--- config.mk ---
export PLATFORM = sky130hd
export DESIGN_NAME = bvpd_ram
export DESIGN_NICKNAME = d
export VERILOG_FILES = /design/src/rtl/bvpd_ram.sv
export SDC_FILE = /design/constraint.sdc
export NUM_CORES = 1
export LEC_CHECK = 0
export ABC_AREA = 1
export BUFFER_PORTS_ARGS = -buffer_cell sky130_fd_sc_hd__clkbuf_2
export CORE_MARGIN = 3
export CORE_UTILIZATION = 57
export DETAILED_ROUTE_END_ITERATION = 7
export PLACE_DENSITY = 0.76
export SLEW_MARGIN = 20
export SYNTH_ARGS = -nofsm -noshare
export SYNTH_HDL_FRONTEND = slang
export SYNTH_SLANG_ARGS = --single-unit
--- constraint.sdc ---
create_clock -name clk -period 1.95 [get_ports clk]
set_input_delay 0.195 -clock clk [delete_from_list [all_inputs] [get_ports clk]]
set_output_delay 0.195 -clock clk [all_outputs]
set_load 0.02 [all_outputs]
--- src/rtl/bvpd_ram.sv ---
// Generic simple dual port RAM, one write and one registered read port.
// Read returns the old data on a same-address write. No dependencies.
module bvpd_ram #(
  parameter int WIDTH = 8,
  parameter int DEPTH = 64
) (
  input  logic                     clk,
  input  logic                     we,
  input  logic [$clog2(DEPTH)-1:0] waddr,
  input  logic [WIDTH-1:0]         wdata,
  input  logic                     re,
  input  logic [$clog2(DEPTH)-1:0] raddr,
  output logic [WIDTH-1:0]         rdata
);
  logic [WIDTH-1:0] mem [DEPTH];

  always_ff @(posedge clk) begin
    if (we) mem[waddr] <= wdata;
    if (re) rdata <= mem[raddr];
  end
endmodule

* After elaboration in Yosys (flattened, before gate mapping)
Memories as Yosys holds them, arrays and structs flattened. A register that Yosys moved wholly into a read port is not among the register bits.
Cells that the tools add are included.
** Storage, ports and cells
- Flip-flop bits (word level) :: 0
- Latch bits :: 0
- Bits in writable memories :: 512
- Memory bits (read-only) :: 0
- Input bits :: 23
- Memories kept :: 1
** Memory list
- mem :: depth 64, bits a word 8, read ports 1, clocked after Yosys merged registers in 1, write ports 1, RTL line 15 : logic [WIDTH-1:0] mem [DEPTH];
** Cells by class
- $add $sub $neg :: 0
- Multipliers :: 0
- Div/mod/pow operators :: 0
- Order comparisons :: 0
- Equality and inequality tests :: 0
- Shift-type cells :: 0
- Multiplexer cells :: 2
- Bitwise logic cells :: 0
- Reduce and logical (&&, ||, !) cells :: 0
** Operators with widths (count)
- 1-bit two-way mux :: 2

* Logic depth before layout (Yosys ltp)
Gate-level depths: netlist of run 1.
- Word-level depth :: 2
- Depth in mapped cells :: 12

* Worst setup path after synthesis of run 1
OpenSTA, ideal clock, no wires.
- Kind :: input to register
- Start :: in we
- End :: mem mem[48][0] (enable)
- Library setup time :: 0.395 ns
- Arrival :: 1.566 ns
- Slack :: -0.011 ns
- Stages on the path :: 3
- Buffers on the path :: 1
- Cells stage by stage :: clkbuf_1 nand4_1 nor4_1
** Between the ends
- Word-level cells in the longest chain between the ends :: 2
** Ends and longest elaborated chain
- from (decl) :: RTL line 8 : input logic we,
- 1-bit two-way mux :: RTL line 18 : if (we) mem[waddr] <= wdata;
- 1-bit two-way mux (implied by the code) :: RTL line 18
- to (decl) :: RTL line 15
No other way between the ends.

==> flow_metrics.env, run 1 <==
export IMPL_run_status="finished, final reports clean"
export IMPL_cts_hold_buffers=0
export IMPL_ff_latch_area_sq_mm=0.01562
export IMPL_met3_usage_pct=4.364
export IMPL_slew_limit_headroom_pct=48.58
export IMPL_slew_violations=0
export IMPL_design_portCount=31
export IMPL_drive_above_1_share_pct=12.18
export IMPL_antenna_found_initial=0
export IMPL_cts_tree="done"
export IMPL_crit_arrival_ps=1760
export IMPL_dp_hpwl_um=30950
export IMPL_cts_sinks=520
export IMPL_synth_ff_latch_count=520
export IMPL_post_route_period_util_pct=73.72
export IMPL_fin_skew_ps=11.81
export IMPL_ant_nets=0
export IMPL_fmax_mhz=695.6
export IMPL_synth_fp_nets=1828
export IMPL_grt_pass1_vias=13970
export IMPL_synth_area_sq_mm=0.02142
export IMPL_cts_buffer_depth=3
export IMPL_yosysSeqAreaShare_pct=72.90
export IMPL_hold_class="primary input to register"
export IMPL_start_util_pct=58.23
export IMPL_setup_worst_path_start_class="register"
export IMPL_h_tree_depth=2
export IMPL_finalCoreUtilization_pct=66.14
export IMPL_vdd_drop_max_uv=626.5
export IMPL_grt_start_max_net_pins=65
export IMPL_hold_viol=0
export IMPL_portBuffers=30
export IMPL_cts_root_buffer="clkbuf_16"
export IMPL_first_iter_violations=1849
export IMPL_routedWlPerCell_um=21.14
export IMPL_setup_worst_path_class="register to register"
export IMPL_end_kind="register"
export IMPL_clk_latency_ps=580
export IMPL_required_ps=2280
export IMPL_clkTransAtPathRegs_ps=60
export IMPL_row_count=70
export IMPL_period_minus_slack_ps=1438
export IMPL_die_h_um=199.9
export IMPL_grt_pass1_wl_um=78590
export IMPL_fp_dieArea_sq_mm=0.03994
export IMPL_use_met2_pct=42.60
export IMPL_grt_use_met1_pct=35.71
export IMPL_power_leakage_nw=8.986
export IMPL_cts_resized_gates=0
export IMPL_power_density_mw_per_mm2=984.1
export IMPL_fillers=2552
export IMPL_drc=0
export IMPL_grt_total_usage_pct=25.91
export IMPL_routabilityCongestion=0.8862
export IMPL_num_vias=14330
export IMPL_cp_max_fo=1
export IMPL_multi_input_area_sq_mm=0.004946
export IMPL_first_pass_iters=6
export IMPL_power_w=0.02394
export IMPL_synthCells=1805
export IMPL_grt_ovfl_total=0
export IMPL_synth_area_per_cell_sq_um=11.87
export IMPL_syn2layout_area_growth_pct=13.58
export IMPL_rsz0062_at_grt="no"
export IMPL_core_area_sq_mm=0.03679
export IMPL_postCtsSetupBuffers=0
export IMPL_antenna_cells=0
export IMPL_die_w_um=199.9
export IMPL_final_nets=1927
export IMPL_yosysUniqueCellTypes=15
export IMPL_maxCapViolCount=0
export IMPL_worst_pin_slew_ps=771.3
export IMPL_via_per_inst=5.937
export IMPL_setup_viol=0
export IMPL_numCtsBuffers=51
export IMPL_top_usage_layer="met2"
export IMPL_yosysWarningCount=0
export IMPL_wl_um=51030
## routing by layer
metal	wire [um]	part of all wire [%]
met5	0	0
met4	1580	3.1
met3	4972	9.7
met2	24430	48
met1	20040	39
## cells in the final DEF, fill, tap and decap left out
cell | netlist | layout
nand3_1 | 439 | 439
buf_12 | 0 | 23
clkbuf_16 | 0 | 52
buf_6 | 35 | 1
bufinv_16 | 0 | 8
inv_1 | 10 | 9
nand4_1 | 9 | 9
clkbuf_2 | 0 | 28
clkinv_8 | 0 | 1
edfxtp_1 | 520 | 520
nor4_1 | 8 | 8
clkinv_1 | 0 | 14
buf_4 | 14 | 107
nor2_1 | 56 | 56
clkinvlp_4 | 0 | 3
inv_4 | 0 | 1
clkinv_2 | 0 | 10
clkbuf_1 | 15 | 6
inv_2 | 1 | 1
inv_6 | 1 | 2
nand2_1 | 648 | 648
## through the flow
stage | hold slack [ps] | setup TNS (ps) | setup slack (ps) | cells | instance area [sq um]
final | 40.68 | 0 | 512.4 | 2414 | 24330
after global routing | 30.95 | 0 | 366.6 | 2414 | 24330
after CTS | 11.80 | 0 | 534.2 | 2414 | 24330
after detailed placement | 608.4 | 0 | 127.8 | 2319 | 22610
after global placement | 602.6 | 0 | 149.3 | 2319 | 22610
after floorplan | 293.9 | -711.3 | -11.12 | 1805 | 21420
## Yosys cell counts
library cell | number | area [sq um]
buf_1 | 10 | 37.54
buf_2 | 37 | 185.2
buf_4 | 14 | 105.1
buf_6 | 35 | 394.1
buf_8 | 2 | 30.03
clkbuf_1 | 15 | 56.30
edfxtp_1 | 520 | 15610
inv_1 | 10 | 37.54
inv_2 | 1 | 3.750
inv_6 | 1 | 8.760
nand2_1 | 648 | 2432
nand3_1 | 439 | 2197
nand4_1 | 9 | 56.30
nor2_1 | 56 | 210.2
nor4_1 | 8 | 50.05
## registers in the layout (all words and copies together) (netlist names)
name	flops
mem	512
rdata	8
## logic make-up after synthesis
family                 Yosys count  synth area share, %
DFF                            520                72.90
and+or+nand+nor               1160                23.09
buffers and inverters          125                4.007
## final cells by class
| cell class | count | area share (%) |
|---|---|---|
| Tap cell | 468 | 2.407 |
| Inverter | 12 | 0.2160 |
| Sequential cell | 520 | 64.18 |
| Timing Repair Buffer | 159 | 5.817 |
| Clock inverter | 37 | 1.605 |
| Multi-Input combinational cell | 1160 | 20.33 |
| Clock buffer | 58 | 5.441 |
## worst max-delay path: stages, from the launching register on
cell and delay [ps]:
edfxtp_1 380, nand2_1 90, nand3_1 70, nand3_1 120, nand2_1 80, nand2_1 60
nand3_1 140, nand3_1 190, nand2_1 60
## worst paths after layout
kind	startpoint	end	slack (ps)	cells after the start
worst max-delay path	mem[56][4]	rdata[4]	510	8
worst min register to register	mem[8][4]	rdata[4]	880	8
worst max register to register	mem[56][4]	rdata[4]	510	8
worst min-delay path	re	rdata[2]	40	1
## power breakdown
group	total (W)	internal (W)	leakage [nW]	switching (W)
clock network	0.00999	0.00593	0.834	0.00407
logic	0.00152	0.000442	3.47	0.00108
registers	0.0124	0.0124	4.69	0.0000351
Power figures use the tool's default switching activity.
==> run 2: changes to the inputs <==
- ABC_AREA: 1 -> 0
- CORE_UTILIZATION: 57 -> 56
- PLACE_DENSITY: 0.76 -> 0.75
- clock period: 1.95 -> 1.19 ns (I/O delays scaled with it)
==> run 2 against run 1 <==
Effect of this change: critical path type unchanged; total power rose by 62%; combinational power rose by 63%; first-iteration DRC count fell by 35%; flip-flop and latch count did not move; final area rose by 2.6%; the flow now finishes with violations (setup timing).
==> flow_metrics.env, run 2 <==
export IMPL_first_pass_iters=5
export IMPL_ff_latch_area_sq_mm=0.01562
export IMPL_synth_fp_nets=963
export IMPL_tns_ps=-7243
export IMPL_antenna_found_initial=0
export IMPL_layoutNonFillerInstCount=1616
export IMPL_num_vias=10180
export IMPL_hold_class="primary input to register"
export IMPL_drc=0
export IMPL_clk_latency_ps=570
export IMPL_row_count=69
export IMPL_largest_reg_flops=512
export IMPL_cts_tree="done"
export IMPL_cp_max_fo=1
export IMPL_grt_total_usage_pct=24.77
export IMPL_wl_um=45900
export IMPL_synthMostInstantiatedCell="edfxtp_1"
export IMPL_required_ps=1490
export IMPL_yosysWarningCount=0
export IMPL_core_area_sq_mm=0.03557
export IMPL_fmax_mhz=484.2
export IMPL_synth_top_area_share_pct=77.12
export IMPL_portBuffers=30
export IMPL_ys_top_cells_by_area="edfxtp_1, mux4_2, nor2_1, mux2i_1, mux2_2"
export IMPL_design_portCount=31
export IMPL_layout_commonest_cell="edfxtp_1"
export IMPL_hold_viol=0
export IMPL_power_leakage_nw=7.976
export IMPL_synth_edf_count=520
export IMPL_power_density_mw_per_mm2=1550
export IMPL_first_iter_violations=1197
export IMPL_post_route_period_util_pct=173.5
export IMPL_setup_worst_path_start_class="register"
export IMPL_grt_pass1_wl_um=69720
export IMPL_grt_ovfl_total=0
export IMPL_placed_area_sq_mm=0.02313
export IMPL_synth_top_area_cell="edfxtp_1"
export IMPL_yosysUniqueCellTypes=39
export IMPL_slew_violations=0
export IMPL_fp_dieArea_sq_mm=0.03847
export IMPL_antenna_cells=0
export IMPL_layout_setup_ws_ps=-875.2
export IMPL_synth_area_sq_mm=0.02025
export IMPL_cts_buffer_depth=3
export IMPL_ant_nets=0
export IMPL_crit_slowest_cell="mux4_2"
export IMPL_final_cell_mix="edfxtp_1, mux4_2, buf_4, nor2_4, buf_12"
export IMPL_routabilityCongestion=0.8784
export IMPL_numCtsBuffers=50
export IMPL_fin_area_sq_mm=0.02497
export IMPL_dp_cells=1522
export IMPL_grt_pass1_vias=10510
export IMPL_period_minus_slack_ps=2065
export IMPL_multi_input_area_sq_mm=0.005059
export IMPL_crit_arrival_ps=2370
export IMPL_setup_viol=16
export IMPL_ys_async_sr_fraction_pct=0
export IMPL_via_per_inst=6.298
export IMPL_ys_top_cells_by_count="edfxtp_1, mux4_2, nor2_1, mux2i_1, nand2_1"
export IMPL_setup_worst_path_class="register to register"
export IMPL_yosysSeqAreaShare_pct=77.12
export IMPL_fin_skew_ps=13.44
export IMPL_vdd_drop_max_uv=1287
export IMPL_drive_above_1_share_pct=40.87
export IMPL_die_h_um=196.1
export IMPL_failed_checks="setup timing"
export IMPL_rsz0062_at_grt="yes"
export IMPL_clkTransAtPathRegs_ps=60
export IMPL_cts_sinks=520
export IMPL_largest_registers="mem: 512 flops, rdata: 8 flops"
export IMPL_start_util_pct=56.92
export IMPL_synthFlopType="edfxtp_1"
export IMPL_cts_root_buffer="clkbuf_16"
export IMPL_critPathMaxStageDelay_ps=490
export IMPL_synth_area_per_cell_sq_um=21.54
export IMPL_power_w=0.03870
export IMPL_fillers=2075
export IMPL_maxCapViolCount=0
export IMPL_routedWlPerCell_um=28.41
export IMPL_syn2layout_area_growth_pct=23.32
export IMPL_h_tree_depth=2
export IMPL_synthCells=940
export IMPL_final_nets=1137
export IMPL_dp_hpwl_um=28690
export IMPL_slew_limit_headroom_pct=71.08
export IMPL_top_register="mem"
export IMPL_end_kind="register"
export IMPL_grt_start_max_net_pins=65
export IMPL_cp_cell_sequence="mux4_2 -> mux2_4 -> o221a_4 -> nor3_4 -> o32ai_2"
export IMPL_die_w_um=196.1
export IMPL_synth_ff_latch_count=520
export IMPL_finalCoreUtilization_pct=70.19
export IMPL_worst_pin_slew_ps=433.7
export IMPL_run_status="finished, violations left"
-- run 2: through the flow --
stage / setup slack (ps) / hold WS [ps]
after floorplan: -614.3 / 217.9
after global placement: -1128 / 583.4
after detailed placement: -1177 / 581.5
after CTS: -851.0 / 38.59
after global routing: -907.6 / 45.27
final: -875.2 / 32.05
-- run 2: timing repair --
| item | 4_1_cts | 5_1_grt |
|---|---|---|
| setup endpoints to repair | 16 | 16 |
| resized for setup | 22 | 29 |
| hold endpoints to repair | 7 | 0 |
| hold buffers | 1 | 0 |
| pin swaps | 5 | 0 |
| setup buffers | 0 | 0 |
-- run 2: worst paths after layout --
kind	slack, ps	endpoint	from	cells after the start
min	30	mem[52][1]	wdata[1]	2
max	-880	rdata[4]	mem[20][4]	5
max reg2reg	-880	rdata[4]	mem[20][4]	5
min reg2reg	980	rdata[4]	mem[27][4]	3
-- run 2: routing by layer --
| layer | track usage [%] | vias to the layer above | wire length (um) |
|---|---|---|---|
| met2 | 39.49 | 508 | 22560 |
| met4 | 6.786 | 0 | 1172 |
| met1 | 36.14 | 5298 | 18060 |
| met5 | 0 | - | 0 |
| li1 | - | 4300 | - |
| met3 | 4.602 | 72 | 4110 |
-- run 2: power by group --
| part | switching, W | internal, W |
|---|---|---|
| sequential | 0.0000704 | 0.0203 |
| clock | 0.00642 | 0.00942 |
| combinational | 0.00139 | 0.00108 |
| total | 0.00788 | 0.0308 |
-- run 2: worst max-delay path: cells and delay by family, from the launching register on --
kind | cells | cell delay [ps]
compound gates | 2 | 390
mux | 2 | 790
simple gates | 1 | 230
flops | 1 | 390
-- run 2: final cells by class --
type	count	area share (%)
flip-flops and latches	520	62.54
clock inverters	24	1.047
multi-input cells	369	20.26
well taps	461	2.310
repair buffers	173	8.289
clock buffers	69	5.552
-- run 2: cell families after synthesis --
group	after synthesis	share of synthesized area (%)
compound gates	54	2.064
mux	162	15.88
flops	520	77.12
simple gates	153	3.374
buf+inv	51	1.563
